$ cat config.mk
export PLATFORM = sky130hd
export DESIGN_NAME = utf8_codepoint_decoder_top
export DESIGN_NICKNAME = d
export VERILOG_FILES = /design/src/sv/utf8d_pkg.sv /design/src/sv/utf8d_front.sv /design/src/sv/utf8d_back.sv /design/src/sv/utf8_codepoint_decoder_top.sv
export SDC_FILE = /design/constraint.sdc
export NUM_CORES = 1
export LEC_CHECK = 0
export BUFFER_PORTS_ARGS = -buffer_cell sky130_fd_sc_hd__buf_2
export CAP_MARGIN = 20
export CORE_MARGIN = 10
export CORE_UTILIZATION = 60
export DETAILED_ROUTE_END_ITERATION = 16
export GPL_TIMING_DRIVEN = 0
export PLACE_DENSITY = 0.79
export RECOVER_POWER = 100
export SLEW_MARGIN = 20
export SYNTH_ARGS = -nofsm -noshare
export SYNTH_HDL_FRONTEND = slang
export SYNTH_SLANG_ARGS = --single-unit
$ cat constraint.sdc
create_clock -name clock -period 12.85 [get_ports clock]
set_clock_uncertainty 0.1 [all_clocks]
set_input_delay 3.2125 -clock clock [delete_from_list [all_inputs] [get_ports clock]]
set_output_delay 3.2125 -clock clock [all_outputs]
set_load 0.02 [all_outputs]
$ cat src/sv/utf8d_pkg.sv
package utf8d_pkg;

   localparam int ByteWidth = 8;
   localparam int CpWidth = 21;
   localparam int PendWidth = 2;
   localparam int QueueDepth = 4;
   localparam int QPtrWidth = $clog2(QueueDepth);
   localparam int QCntWidth = $clog2(QueueDepth + 1);

   localparam logic [3:0] LeadFour = 4'hF;
   localparam logic [3:0] LeadThree = 4'hE;
   localparam logic [3:0] LeadTwoHi = 4'hD;
   localparam logic [3:0] LeadTwoLo = 4'hC;
   localparam logic [1:0] ContTag = 2'b10;

   localparam logic [PendWidth-1:0] PendNone = 2'd0;
   localparam logic [PendWidth-1:0] PendOne = 2'd1;
   localparam logic [PendWidth-1:0] PendTwo = 2'd2;
   localparam logic [PendWidth-1:0] PendThree = 2'd3;

   typedef struct packed {
      logic [CpWidth-1:0] codepoint;
      logic               malformed;
   } rsp_type;

   typedef struct packed {
      logic    two;
      rsp_type first;
      rsp_type second;
   } entry_type;

endpackage

$ cat src/sv/utf8d_front.sv
module utf8d_front
   import utf8d_pkg::*;
(
   input  logic                 clock,
   input  logic                 reset,
   input  logic                 accept,
   input  logic [ByteWidth-1:0] text_byte,
   input  logic                 end_of_text,
   output logic                 entry_valid,
   output entry_type            entry
);

   logic [PendWidth-1:0] pend_ff, pend_in;
   logic [CpWidth-1:0]   partial_ff, partial_in;
   logic [ByteWidth-1:0] lead_ff, lead_in;
   rsp_type              res [2];
   logic [1:0]           n;
   logic                 fresh;
   logic [CpWidth-1:0]   byte_cp;

   assign byte_cp = {{(CpWidth - ByteWidth){1'b0}}, text_byte};

   always_comb begin
      pend_in = pend_ff;
      partial_in = partial_ff;
      lead_in = lead_ff;
      res[0] = '0;
      res[1] = '0;
      n = 2'd0;
      fresh = 1'b1;
      if (pend_ff != PendNone) begin
         if (text_byte[7:6] == ContTag) begin
            partial_in = {partial_ff[CpWidth-7:0], text_byte[5:0]};
            pend_in = pend_ff - PendOne;
            if (pend_in == PendNone) begin
               res[0] = '{codepoint: partial_in, malformed: 1'b0};
               n = 2'd1;
            end
            fresh = 1'b0;
         end else begin
            res[0] = '{codepoint: {{(CpWidth - ByteWidth){1'b0}}, lead_ff}, malformed: 1'b1};
            n = 2'd1;
            pend_in = PendNone;
         end
      end
      if (fresh) begin
         unique case (text_byte[7:4])
            LeadFour: begin
               partial_in = {{(CpWidth - 3){1'b0}}, text_byte[2:0]};
               pend_in = PendThree;
               lead_in = text_byte;
            end
            LeadThree: begin
               partial_in = {{(CpWidth - 4){1'b0}}, text_byte[3:0]};
               pend_in = PendTwo;
               lead_in = text_byte;
            end
            LeadTwoHi, LeadTwoLo: begin
               partial_in = {{(CpWidth - 5){1'b0}}, text_byte[4:0]};
               pend_in = PendOne;
               lead_in = text_byte;
            end
            default: begin
               res[n[0]] = '{codepoint: byte_cp, malformed: 1'b0};
               n = n + 2'd1;
            end
         endcase
      end
      if (end_of_text && pend_in != PendNone) begin
         res[n[0]] = '{codepoint: {{(CpWidth - ByteWidth){1'b0}}, lead_in}, malformed: 1'b1};
         n = n + 2'd1;
         pend_in = PendNone;
      end
   end

   assign entry_valid = accept && (n != 2'd0);
   assign entry = '{two: n[1], first: res[0], second: res[1]};

   always_ff @(posedge clock) begin
      if (reset) begin
         pend_ff <= PendNone;
         partial_ff <= '0;
         lead_ff <= '0;
      end else if (accept) begin
         pend_ff <= pend_in;
         partial_ff <= partial_in;
         lead_ff <= lead_in;
      end
   end

endmodule

$ cat src/sv/utf8d_back.sv
module utf8d_back
   import utf8d_pkg::*;
(
   input  logic      clock,
   input  logic      reset,
   input  logic      entry_valid,
   input  entry_type entry,
   output logic      full,
   output logic      empty,
   input  logic      pop,
   output rsp_type   rsp,
   output logic      run_last
);

   entry_type              mem [QueueDepth];
   logic [QPtrWidth-1:0]   wr_ptr_ff, rd_ptr_ff;
   logic [QCntWidth-1:0]   count_ff, count_in;
   logic                   half_ff;
   logic                   wr_en, rd_done, pop_ok;
   entry_type              head;

   assign full = (count_ff == QCntWidth'(QueueDepth));
   assign empty = (count_ff == '0);
   assign wr_en = entry_valid && !full;
   assign head = mem[rd_ptr_ff];
   assign pop_ok = pop && !empty;
   assign rd_done = pop_ok && (!head.two || half_ff);

   always_comb begin
      rsp = half_ff ? head.second : head.first;
      run_last = half_ff || !head.two;
   end

   always_comb begin
      count_in = count_ff;
      if (wr_en && !rd_done) begin
         count_in = count_ff + QCntWidth'(1);
      end else if (!wr_en && rd_done) begin
         count_in = count_ff - QCntWidth'(1);
      end
   end

   always_ff @(posedge clock) begin
      if (wr_en) begin
         mem[wr_ptr_ff] <= entry;
      end
   end

   always_ff @(posedge clock) begin
      if (reset) begin
         wr_ptr_ff <= '0;
         rd_ptr_ff <= '0;
         count_ff <= '0;
         half_ff <= 1'b0;
      end else begin
         count_ff <= count_in;
         if (wr_en) begin
            wr_ptr_ff <= wr_ptr_ff + QPtrWidth'(1);
         end
         if (rd_done) begin
            rd_ptr_ff <= rd_ptr_ff + QPtrWidth'(1);
            half_ff <= 1'b0;
         end else if (pop_ok) begin
            half_ff <= 1'b1;
         end
      end
   end

   a_count_bound: assert property (@(posedge clock) disable iff (reset)
      count_ff <= QCntWidth'(QueueDepth))
      else $error("queue count above depth");

   a_half_head: assert property (@(posedge clock) disable iff (reset)
      half_ff |-> (!empty && head.two))
      else $error("second half shown without a two-result head");

   a_split_pop: assert property (@(posedge clock) disable iff (reset)
      (pop_ok && head.two && !half_ff) |=> half_ff)
      else $error("first of two results popped without advancing half");

   a_empty_clear: assert property (@(posedge clock) disable iff (reset)
      empty |-> !half_ff)
      else $error("half flag set on empty queue");

endmodule

$ cat src/sv/utf8_codepoint_decoder_top.sv
// UTF-8 codepoint decoder.
// Input side: drive req_text_byte and req_end_of_text with push high; the
// byte is taken on a rising edge where push is high and full is low. One
// byte can be taken every cycle while full stays low.
// Result side: while empty is low, rsp_codepoint, rsp_malformed and
// rsp_run_last show the oldest result; pop high on an edge takes it.
// A byte gives zero, one or two results; rsp_run_last marks the last result
// of each byte. A result enters the queue on the edge that takes its byte
// and shows once it is at the head. Sustained rate is one byte per cycle
// while each byte gives at most one result and pop stays high; a byte with
// two results needs two pops, set by the single result port at the head.
// A four-entry queue of per-byte entries sits between the decode front and
// the output back, so when the receiver stalls, bytes keep being taken until
// the queue fills and full rises.
// Reset clears the pending sequence and empties the queue.
module utf8_codepoint_decoder_top
   import utf8d_pkg::*;
(
   input  logic                 clock,
   input  logic                 reset,
   input  logic                 push,
   output logic                 full,
   input  logic [ByteWidth-1:0] req_text_byte,
   input  logic                 req_end_of_text,
   output logic                 empty,
   input  logic                 pop,
   output logic [CpWidth-1:0]   rsp_codepoint,
   output logic                 rsp_malformed,
   output logic                 rsp_run_last
);

   logic      accept;
   logic      entry_valid;
   entry_type entry;
   rsp_type   rsp;

   assign accept = push && !full;

   utf8d_front u_front (
      .clock       (clock),
      .reset       (reset),
      .accept      (accept),
      .text_byte   (req_text_byte),
      .end_of_text (req_end_of_text),
      .entry_valid (entry_valid),
      .entry       (entry)
   );

   utf8d_back u_back (
      .clock       (clock),
      .reset       (reset),
      .entry_valid (entry_valid),
      .entry       (entry),
      .full        (full),
      .empty       (empty),
      .pop         (pop),
      .rsp         (rsp),
      .run_last    (rsp_run_last)
   );

   assign rsp_codepoint = rsp.codepoint;
   assign rsp_malformed = rsp.malformed;

endmodule
# Word-level counts from Yosys, hierarchy flattened
# Memory sizes are Yosys's and may differ from the RTL's. A register that Yosys moved wholly into a read port is not among the register bits.
# Index checks and enable logic that the tools add are counted.
[classes] add_sub_neg=7 n_lt_le_gt_ge=4 eq_ne=6 muxes=38 n_bitwise=2 reduce_logical=25
[ops] cell="2-to-1 mux 22 bit" count=6
[ops] cell="2-to-1 mux 44 bit" count=3
[ops] cell="bitwise mux 44 bit" count=2
[ops] cell="2-to-1 mux 21 bit" count=3
[ops] cell="case mux 21 bit (3 select lines)" count=1
[ops] cell="demux 22 bit (select 1 bit)" count=2
[ops] cell="2-to-1 mux 2 bit" count=10
[ops] cell="== test 4 bit, second input constant" count=4
[ops] cell="2-to-1 mux 8 bit" count=2
[ops] cell="logical AND 1 bit" count=10
[ops] cell="adder 2 x 1 -> 2 bit, second input constant" count=4
[ops] cell="nonzero test 2 bit" count=4
[ops] cell="2-to-1 mux 1 bit" count=6
[ops] cell="2-to-1 mux 3 bit" count=2
[ops] cell="case mux 2 bit (3 select lines)" count=1
[ops] cell="logical NOT 1 bit" count=5
[ops] cell="greater-or-equal comparator 2 bit, second input constant" count=2
[ops] cell="< comparator 2 x 1 -> 1 bit, second input constant" count=2
[ops] cell="NOT 1 -> 2 bit" count=2
[ops] cell="OR reduction 2 bit" count=2
[ops] cell="OR reduction 4 bit" count=1
[ops] cell="adder 3 x 1 -> 3 bit, second input constant" count=1
[ops] cell="== test 3 bit, second input constant" count=1
[ops] cell="logical NOT 3 bit" count=1
[ops] cell="5 further kinds" count=5
[totals] ff_bits=39 ram_bits=180 out_inout_bits=25 elab_cells=90 mem_count=1
[mem_list] name="u_back.mem" depth=4 word_bits=45 read_ports=1 rd_ports_with_merged_regs=1 write_ports=1 line_no="utf8d_back.sv:15" text="entry_type mem [QueueDepth];"

# Longest topological paths before layout
# Gate-level depths: netlist of run 1.
[logic_depth] depth_word=17 depth_mapped=18 mapped_depth_nobuf=16

# By module
# Synthesis of run 1 repeated with hierarchy kept, for this count alone.
[hier_totals] hier_cells=540 hier_area_um2=9146.3
[by_module_without_submodules] mod="utf8d_back" n_inst=1 cells_each=325 area_each_um2=7422.1 seq_area_each_um2=5605.4
[by_module_without_submodules] mod="utf8d_front" n_inst=1 cells_each=214 area_each_um2=1710.4 seq_area_each_um2=500.5
[by_module_without_submodules] mod="utf8_codepoint_decoder_top" n_inst=1 cells_each=1 area_each_um2=13.8 seq_area_each_um2=0.0

# Worst setup path before layout of run 1
# OpenSTA, ideal clock, no wires.
[synth_timing] path_kind="input -> register" from="in req_text_byte[6]" to="reg u_back.count_ff[2]" setup_ns=0.070 t_arrival_ns=6.381 required_ns=12.680 setup_slack_ns=6.299 path_stages=15 path_cell_list="buf_6 > nor2_1 > a21oi_1 > ha_1 > mux2_2 > ha_1 > inv_1 > a31oi_1 > and3_1 > ha_1 > inv_1 > fa_1 > xor2_1 > or3_1 > a21oi_1"
[synth_via] elab_chain_len=14 elab_cells_between_ends=30 cone_classes="add/sub: 2; eq/ne: 5; mux: 12; reduce/logical: 11"
[synth_lines] item="from (decl)" line_no="utf8_codepoint_decoder_top.sv:23" text="input logic [ByteWidth-1:0] req_text_byte,"
[synth_lines] item="== test 2 bit" line_no="utf8d_front.sv:32" text="if (text_byte[7:6] == ContTag) begin"
[synth_lines] item="2-to-1 mux 1 bit or 2-to-1 mux 2 bit (tied branches)" line_no="utf8d_front.sv:32"
[synth_lines] item="2-to-1 mux 2 bit" line_no="utf8d_front.sv:31" text="if (pend_ff != PendNone) begin"
[synth_lines] item="adder 2 x 1 -> 2 bit or case mux 2 bit (3 select lines) (tied branches)" line_no="utf8d_front.sv:65, utf8d_front.sv:47"
[synth_lines] item="2-to-1 mux 2 bit (on tied branches)" line_no="utf8d_front.sv:47, utf8d_front.sv:46"
[synth_lines] item="2-to-1 mux 2 bit or nonzero test 2 bit (tied branches)" line_no="utf8d_front.sv:46, utf8d_front.sv:69"
[synth_lines] item="adder 2 x 1 -> 2 bit or logical AND 1 bit (tied branches)" line_no="utf8d_front.sv:71, utf8d_front.sv:69"
[synth_lines] item="2-to-1 mux 2 bit (*)" line_no="utf8d_front.sv:69" text="if (end_of_text && pend_in != PendNone) begin"
[synth_lines] item="nonzero test 2 bit (*)" line_no="utf8d_front.sv:76" text="assign entry_valid = accept && (n != 2'd0);"
[synth_lines] item="logical AND 1 bit (*)" line_no="utf8d_front.sv:76"
[synth_lines] item="logical AND 1 bit (*)" line_no="utf8d_back.sv:24" text="assign wr_en = entry_valid && !full;"
[synth_lines] item="via u_back.wr_en" line_no="utf8d_back.sv:19" text="logic wr_en, rd_done, pop_ok;"
[synth_lines] item="logical NOT 1 bit" line_no="utf8d_back.sv:38" text="end else if (!wr_en && rd_done) begin"
[synth_lines] item="logical AND 1 bit" line_no="utf8d_back.sv:38"
[synth_lines] item="nonzero test 2 bit (no line)"
[synth_lines] item="to (signal assigned)" line_no="utf8d_back.sv:56" text="count_ff <= count_in;"
[synth_lines] item="to (decl)" line_no="utf8d_back.sv:17" text="logic [QCntWidth-1:0] count_ff, count_in;"
# The timed path passes the listed nets; every way through them passes the cells marked *.
# A chain may end at the register's enable or synchronous reset.

# Worst setup path in the final report of run 1
[layout_timing] from="in req_text_byte[6]" to="mem u_back.mem[0][26] in the netlist's numbering (enable)"
[layout_via] elab_chain_len=13 elab_cells_between_ends=27 cone_classes="add/sub: 2; eq/ne: 5; mux: 13; reduce/logical: 7"
[layout_lines] item="== test 2 bit" line_no="utf8d_front.sv:32"
[layout_lines] item="2-to-1 mux 1 bit or 2-to-1 mux 2 bit (tied branches)" line_no="utf8d_front.sv:32"
[layout_lines] item="2-to-1 mux 2 bit" line_no="utf8d_front.sv:31"
[layout_lines] item="adder 2 x 1 -> 2 bit or case mux 2 bit (3 select lines) (tied branches)" line_no="utf8d_front.sv:65, utf8d_front.sv:47"
[layout_lines] item="2-to-1 mux 2 bit (on tied branches)" line_no="utf8d_front.sv:47, utf8d_front.sv:46"
[layout_lines] item="2-to-1 mux 2 bit or nonzero test 2 bit (tied branches)" line_no="utf8d_front.sv:46, utf8d_front.sv:69"
[layout_lines] item="adder 2 x 1 -> 2 bit or logical AND 1 bit (tied branches)" line_no="utf8d_front.sv:71, utf8d_front.sv:69"
[layout_lines] item="2-to-1 mux 2 bit (*)" line_no="utf8d_front.sv:69"
[layout_lines] item="nonzero test 2 bit (*)" line_no="utf8d_front.sv:76"
[layout_lines] item="logical AND 1 bit (*)" line_no="utf8d_front.sv:76"
[layout_lines] item="logical AND 1 bit (*)" line_no="utf8d_back.sv:24"
[layout_lines] item="via u_back.wr_en" line_no="utf8d_back.sv:19"
[layout_lines] item="2-to-1 mux 1 bit (*)" line_no="utf8d_back.sv:44" text="if (wr_en) begin"
[layout_lines] item="2-to-1 mux 1 bit (not written as such) (*)" line_no="utf8d_back.sv:45" text="mem[wr_ptr_ff] <= entry;"
[layout_lines] item="to (decl)" line_no="utf8d_back.sv:15"
# Marked as above.

==> results.py, run 1 <==
metrics = {
    "clocking": {
        "post-cts-setup-buffers": 0,
        "clk_latency_ns": 0.42,
        "clock-root-buffer": "clkbuf_16",
        "cts_tree": "built",
        "cts_max_path_buffers": 2,
        "cts_sinks": 163,
        "ctsResizeCount": 0,
        "cts_max_level": 4,
        "cts_buffers": 17,
        "clk_pin_slew_ns": 0.06,
        "holdBufCountCts": 0,
    },
    "global_routing": {
        "grtUsageTotal_pct": 19.4,
        "grt_max_degree": 19,
        "grt_pass1_wl_mm": 24.2,
        "grt_antenna_before_repair": 0,
        "grt_busiest_layer": "met2",
        "use_met1_pct": 24.5,
        "met2_usage_pct": 31.2,
        "grtUsageMet3_pct": 5.09,
        "gr-total-overflow": 0,
        "grt_pass1_vias": 4438,
    },
    "worst_setup_path": {
        "cp_max_fo": 18,
        "slowest_delay_ns": 1.00,
        "cp_slowest_cell": "clkbuf_1",
        "worstPathRequired_ns": 12.78,
        "cp-end-kind": "flip-flop",
        "worstSetupPathType": "primary input to flip-flop",
        "crit_arrival_ns": 8.16,
        "critPathLaunchType": "primary input",
        "path_cells": "clkbuf_1 > and2_2 > clkbuf_1 > clkinvlp_2 > ha_1 > mux2_1 > ha_1 > inv_1 > a31oi_1 > and3_1 > and2_0 > clkbuf_1",
        "crit_path_frequent_cell": "clkbuf_1",
    },
    "finish": {
        "final_cells": 677,
        "drive_gt1_share_pct": 16.5,
        "multi_input_area_sq_um": 2190,
        "regArea_sq_um": 4540,
        "syn2layout_area_growth_pct": 12.5,
        "layout.nets": 544,
        "fillers": 746,
        "num_antenna_cells": 0,
    },
    "timing": {
        "max_freq_ghz": 0.122,
        "final-max-slew-violation-count": 0,
        "fin_ws_ns": 4.62,
        "relSlewSlack_pct": 15.2,
        "fin_tns_setup_ns": 0,
        "hold_violations": 0,
        "rsz0062_at_grt": "no",
        "finalCritPeriodShare_pct": 64.0,
        "worstMarginPinSlew_ns": 1.27,
        "finalCriticalPeriod_ns": 8.23,
        "setup_viol": 0,
    },
    "pwr": {
        "p_per_area_nw_per_um2": 189,
        "power_mw": 1.47,
        "leakagePower_nw": 2.69,
        "vdd_drop_max_v": 0.0000972,
    },
    "drt": {
        "drt_first_pass_iters": 5,
        "remaining_drc_errors": 0,
        "ant_nets": 0,
        "wl_per_cell_um": 22.7,
        "vias_per_cell": 6.43,
        "drt_iter0_drc": 448,
        "vias": 4351,
        "wirelength_mm": 15.3,
    },
    "die": {
        "dieHeight_um": 127,
        "initial_core_util_pct": 60.9,
        "ios": 38,
        "rows": 39,
        "die_w_um": 127,
        "die-area_sq_um": 16200,
        "core_sq_um": 11400,
    },
    "place": {
        "dp_hpwl_mm": 10.0,
        "placedCellCount": 645,
        "gp_congestion": 0.916,
        "pre_cts_ws_ns": 5.81,
        "io_buffers": 33,
    },
    "synthesis": {
        "syn_area_sq_um": 6930,
        "syn_area_per_cell_sq_um": 14.9,
        "synth-main-ff-cell": "edfxtp_1",
        "synth_nets": 488,
        "synthArstFlopShare_pct": 0,
        "synth-edff-count": 128,
        "syn_inst": 465,
        "synth_warnings": 0,
        "yosysSeqAreaShare_pct": 65.6,
        "synth_cell_type_count": 51,
        "synth_seq_cells": 163,
    },
    "run_status": {
        "status": "complete, no violations",
    },
    "worst_hold_path": {
        "holdCritPathClass": "flip-flop to flip-flop",
    },
    "job": {
        "cap_viol_max_count": 0,
    },
}
## stage by stage
stage,instance area [sq um],hold slack [ns],util [%]
after floorplan,6930,0.340,-
after global placement,7270,0.357,64.0
after detailed placement,7390,0.364,65.0
after CTS,7960,0.373,70.0
after global routing,7790,0.402,68.6
final,7790,0.383,68.6
## layer usage
| layer | part of all wire (%) | wire length, um | vias up |
|---|---|---|---|
| met3 | 8.5 | 1300 | 40 |
| met4 | 2.5 | 389 | 0 |
| met5 | 0 | 0 | - |
| met2 | 49 | 7560 | 221 |
| met1 | 40 | 6100 | 2183 |
| li1 | - | - | 1907 |
## worst paths after layout
path	start	endpoint	slack, ns	cells past startpoint
setup / recovery	req_text_byte[6]	u_back.mem[0][26]	4.62	12
setup reg to reg	u_front.pend_ff[1]	u_back.mem[0][26]	7.43	12
hold reg to reg	u_front.lead_ff[7]	u_front.lead_ff[7]	0.38	2
hold / removal	u_front.lead_ff[7]	u_front.lead_ff[7]	0.38	2
## critical path, delay by kind of cell
kind / cells / cell delay (ns)
simple gates: 3 / 1.47
fa+ha+maj: 2 / 0.71
buf+inv: 5 / 2.08
compound gates: 1 / 0.31
mux: 1 / 0.35
## final cells by class
class                           count  area share [%]
Clock inverter                     13            1.73
Sequential cell                   163            58.3
Inverter                           15           0.738
Timing Repair Buffer               37            1.96
Clock buffer                       19            5.55
Buffer                             26            1.28
Tap cell                          143            2.30
Multi-Input combinational cell    261            28.1
## cells in the final DEF (no fill, tap or decap), drive strengths merged, types with 3 or more instances in the layout
cell type / synthesis / routed
dfxtp: 35 / 35
and3: 14 / 14
clkinvlp: 0 / 4
a22oi: 12 / 12
mux4: 32 / 32
and2: 5 / 5
buf: 8 / 13
nand2b: 5 / 5
clkbuf: 18 / 69
a22o: 10 / 10
nand2: 33 / 33
a21oi: 23 / 23
mux2: 10 / 10
nor2b: 15 / 15
nand4: 4 / 4
nor2: 33 / 33
clkinv: 1 / 7
nand3: 3 / 3
inv: 14 / 15
ha: 9 / 9
o21ai: 10 / 10
nor3: 4 / 4
mux2i: 5 / 5
xor2: 4 / 4
a221oi: 4 / 4
edfxtp: 128 / 128
## cell usage after synthesis (2+ instances only)
cell type  count  area share (%)
buf_1          4            0.22
nor4_1         2            0.18
a22o_1        10             1.3
nand2_1       33             1.8
a21oi_1       23             1.7
nand4_1        4            0.36
o21ai_0       10            0.72
nand3_1        3            0.22
mux4_2        32              10
a22oi_1       12             1.3
nand2b_1       5            0.45
and2_1         4            0.36
xor2_1         4            0.51
dfxtp_1       35              10
buf_6          2            0.33
mux2i_1        5            0.72
ha_1           9             1.6
inv_1         14            0.76
buf_2          2            0.14
a221oi_1       4            0.51
nor2_1        33             1.8
or3_1          2            0.18
nor3_1         4            0.29
a21o_1         2            0.22
mux2_2        10             1.6
edfxtp_1     128              55
and3_1        14             1.3
a31o_2         2            0.25
nor2b_1       15             1.4
clkbuf_1      17            0.92
## cell families (layout without fill, tap and decap cells)
kind of cell / count (synthesis) / after routing / share of synthesized area [%]
compound gates: 78 / 78 / 7.96
xor+xnor: 5 / 5 / 0.632
fa+ha+maj: 10 / 10 / 1.91
buf+inv: 41 / 110 / 2.67
flops: 163 / 163 / 65.6
mux: 47 / 47 / 12.8
simple gates: 121 / 121 / 8.47
## power by group
group	switching (mW)	leakage, nW	internal (mW)
Clock	0.198	0.268	0.285
Sequential	0.0192	1.51	0.622
Combinational	0.212	0.911	0.136
## state kept, by name (all words and copies together), names as in the netlist, named ones only
register,count
u_back.count_ff,3
u_back.half_ff,1
u_back.mem,128
u_back.rd_ptr_ff,2
u_back.wr_ptr_ff,2
u_front.lead_ff,8
u_front.partial_ff,15
u_front.pend_ff,2
(Power assumes the default switching activity.)
==> run 2: changes to the inputs <==
--- a/config.mk
+++ b/config.mk
@@ -8,10 +8,10 @@
 export BUFFER_PORTS_ARGS = -buffer_cell sky130_fd_sc_hd__buf_2
 export CAP_MARGIN = 20
 export CORE_MARGIN = 10
-export CORE_UTILIZATION = 60
+export CORE_UTILIZATION = 55
 export DETAILED_ROUTE_END_ITERATION = 16
 export GPL_TIMING_DRIVEN = 0
-export PLACE_DENSITY = 0.79
+export PLACE_DENSITY = 0.76
 export RECOVER_POWER = 100
 export SLEW_MARGIN = 20
 export SYNTH_ARGS = -nofsm -noshare
==> constraint.sdc (replaced) <==
create_clock -name clock -period 6.9 [get_ports clock]
set_clock_uncertainty 0.1 [all_clocks]
set_input_delay 1.725 -clock clock [delete_from_list [all_inputs] [get_ports clock]]
set_output_delay 1.725 -clock clock [all_outputs]
set_load 0.02 [all_outputs]
==> results.py, run 2 (synthesis results as in run 1) <==
metrics = {
    "run_status": {
        "status": "complete, no violations",
    },
    "worst_setup_path": {
        "cp_slowest_cell": "a311o_1",
        "cp-end-kind": "flip-flop",
        "cp_max_fo": 10,
        "worstSetupPathType": "primary input to flip-flop",
        "slowest_delay_ns": 0.55,
        "critPathLaunchType": "primary input",
        "path_delay_family": "compound AO/OA/AOI/OAI gates",
        "worstPathRequired_ns": 7.16,
        "path_cells": "clkbuf_1 > and2_2 > clkbuf_1 > clkinvlp_2 > a311o_1 > o21a_1 > ha_1 > inv_1 > a31oi_1 > and3_1 > ha_1 > inv_1 > fa_1 > xor2_1 > or3_1 > a21oi_1",
        "crit_arrival_ns": 5.96,
        "timing.critical_path.buf_inv": 5,
    },
    "drt": {
        "drt_iter0_drc": 454,
        "wirelength_mm": 14.6,
        "vias": 4149,
        "vias_per_cell": 5.91,
        "wl_per_cell_um": 20.8,
        "remaining_drc_errors": 0,
        "ant_nets": 0,
        "drt_first_pass_iters": 6,
    },
    "global_routing": {
        "grt_antenna_before_repair": 0,
        "grtUsageTotal_pct": 17.1,
        "gr-total-overflow": 0,
        "grt_pass1_wl_mm": 23.2,
        "grt_max_degree": 27,
        "grt_pass1_vias": 4201,
    },
    "pwr": {
        "pwr-share-seq_pct": 42.7,
        "leakagePower_nw": 2.73,
        "p_int_mw": 1.99,
        "power_mw": 2.79,
        "p_per_area_nw_per_um2": 352,
        "vdd_drop_max_v": 0.000237,
        "netSwitchingFraction_pct": 28.7,
        "switchingPower_mw": 0.799,
        "pwr-share-clk_pct": 33.7,
        "comb_power_share_pct": 23.6,
    },
    "clocking": {
        "clk_latency_ns": 0.43,
        "cts_max_level": 4,
        "post-cts-setup-buffers": 0,
        "ctsResizeCount": 0,
        "cts_buffers": 17,
        "clock-root-buffer": "clkbuf_16",
        "cts_tree": "built",
        "holdBufCountCts": 0,
        "cts_sinks": 163,
        "cts_max_path_buffers": 2,
        "clk_pin_slew_ns": 0.06,
    },
    "timing": {
        "worstMarginPinSlew_ns": 1.13,
        "finalCritPeriodShare_pct": 82.6,
        "hold_violations": 0,
        "final-max-slew-violation-count": 0,
        "rsz0062_at_grt": "no",
        "setup_viol": 0,
        "finalCriticalPeriod_ns": 5.70,
        "hold_slack_ns": 0.385,
        "fin_tns_setup_ns": 0,
        "max_freq_ghz": 0.175,
        "relSlewSlack_pct": 24.0,
    },
    "die": {
        "die-area_sq_um": 17500,
        "ios": 38,
        "die_w_um": 132,
        "core_sq_um": 12200,
        "dieHeight_um": 132,
        "rows": 40,
        "initial_core_util_pct": 57.0,
    },
    "finish": {
        "drive_gt1_share_pct": 17.6,
        "syn2layout_area_growth_pct": 14.3,
        "regMostFlops": "u_back.mem",
        "num_antenna_cells": 0,
        "largest_reg_flops": 128,
        "layout.nets": 544,
        "final_cell_mix": "edfxtp_1, clkbuf_1, dfxtp_1, nand2_1, nor2_1",
        "reg_top3": "u_back.mem (128), u_front.partial_ff (15), u_front.lead_ff (8)",
        "final_common_cell": "edfxtp_1",
    },
    "worst_hold_path": {
        "holdCritPathClass": "flip-flop to flip-flop",
    },
    "place": {
        "gp_congestion": 0.897,
        "dp_hpwl_mm": 10.0,
        "io_buffers": 33,
    },
    "job": {
        "cap_viol_max_count": 0,
    },
}
-- run 2: cell types whose count changed in the layout (fill, tap and decap cells not counted), sizes merged --
cell	before	now
clkinvlp	4	6
inv	15	14
bufinv	2	3
clkbuf	69	64
buf	13	17
clkinv	7	6
-- run 2: power groups by stage --
stage          Clock [mW]  Combinational [mW]  Sequential [mW]
2_1_floorplan           0               0.485             1.20
3_3_place_gp            0               0.653             1.20
6_report            0.939               0.658             1.19
4_1_cts             0.945               0.690             1.19
5_1_grt             0.982               0.720             1.20
3_5_place_dp            0               0.686             1.21
-- run 2: worst paths after layout --
kind	from	end	slack, ns	cells after the start
worst max-delay path	req_text_byte[6]	u_back.count_ff[2]	1.20	16
worst min-delay path	u_front.partial_ff[0]	u_front.partial_ff[0]	0.38	2
worst max register to register	u_front.pend_ff[1]	u_back.count_ff[2]	2.45	16
worst min register to register	u_front.partial_ff[0]	u_front.partial_ff[0]	0.38	2
-- run 2: area by class of cell --
class,instances,area [sq um]
multi-input cells,261,2190
fillers,827,4240
clock buffers,18,429
flip-flops and latches,163,4540
plain buffers,26,100
inverters,15,57.6
clock inverters,14,164
repair buffers,37,225
well taps,168,210
-- run 2: tightest hold or removal path: stages, from the launching register on --
cell,delay (ns)
dfxtp_1,0.33
nand2_1,0.06
a21oi_1,0.05
-- run 2: metrics by stage --
step / cells / setup slack, ns / area, sq um / util, %
after floorplan: 465 / 1.84 / 6930 / -
after global placement: 666 / 0.975 / 7300 / 60.1
after detailed placement: 670 / 1.38 / 7400 / 60.8
after CTS: 702 / 1.81 / 7990 / 65.7
after global routing: 702 / 0.845 / 7920 / 65.1
final: 702 / 1.20 / 7920 / 65.1
-- run 2: metal layers --
metal | wire length [um] | track usage (%)
met1 | 6670 | 22.8
met2 | 7010 | 26.7
met3 | 723 | 4.12
met4 | 226 | 6.54
met5 | 0 | 0
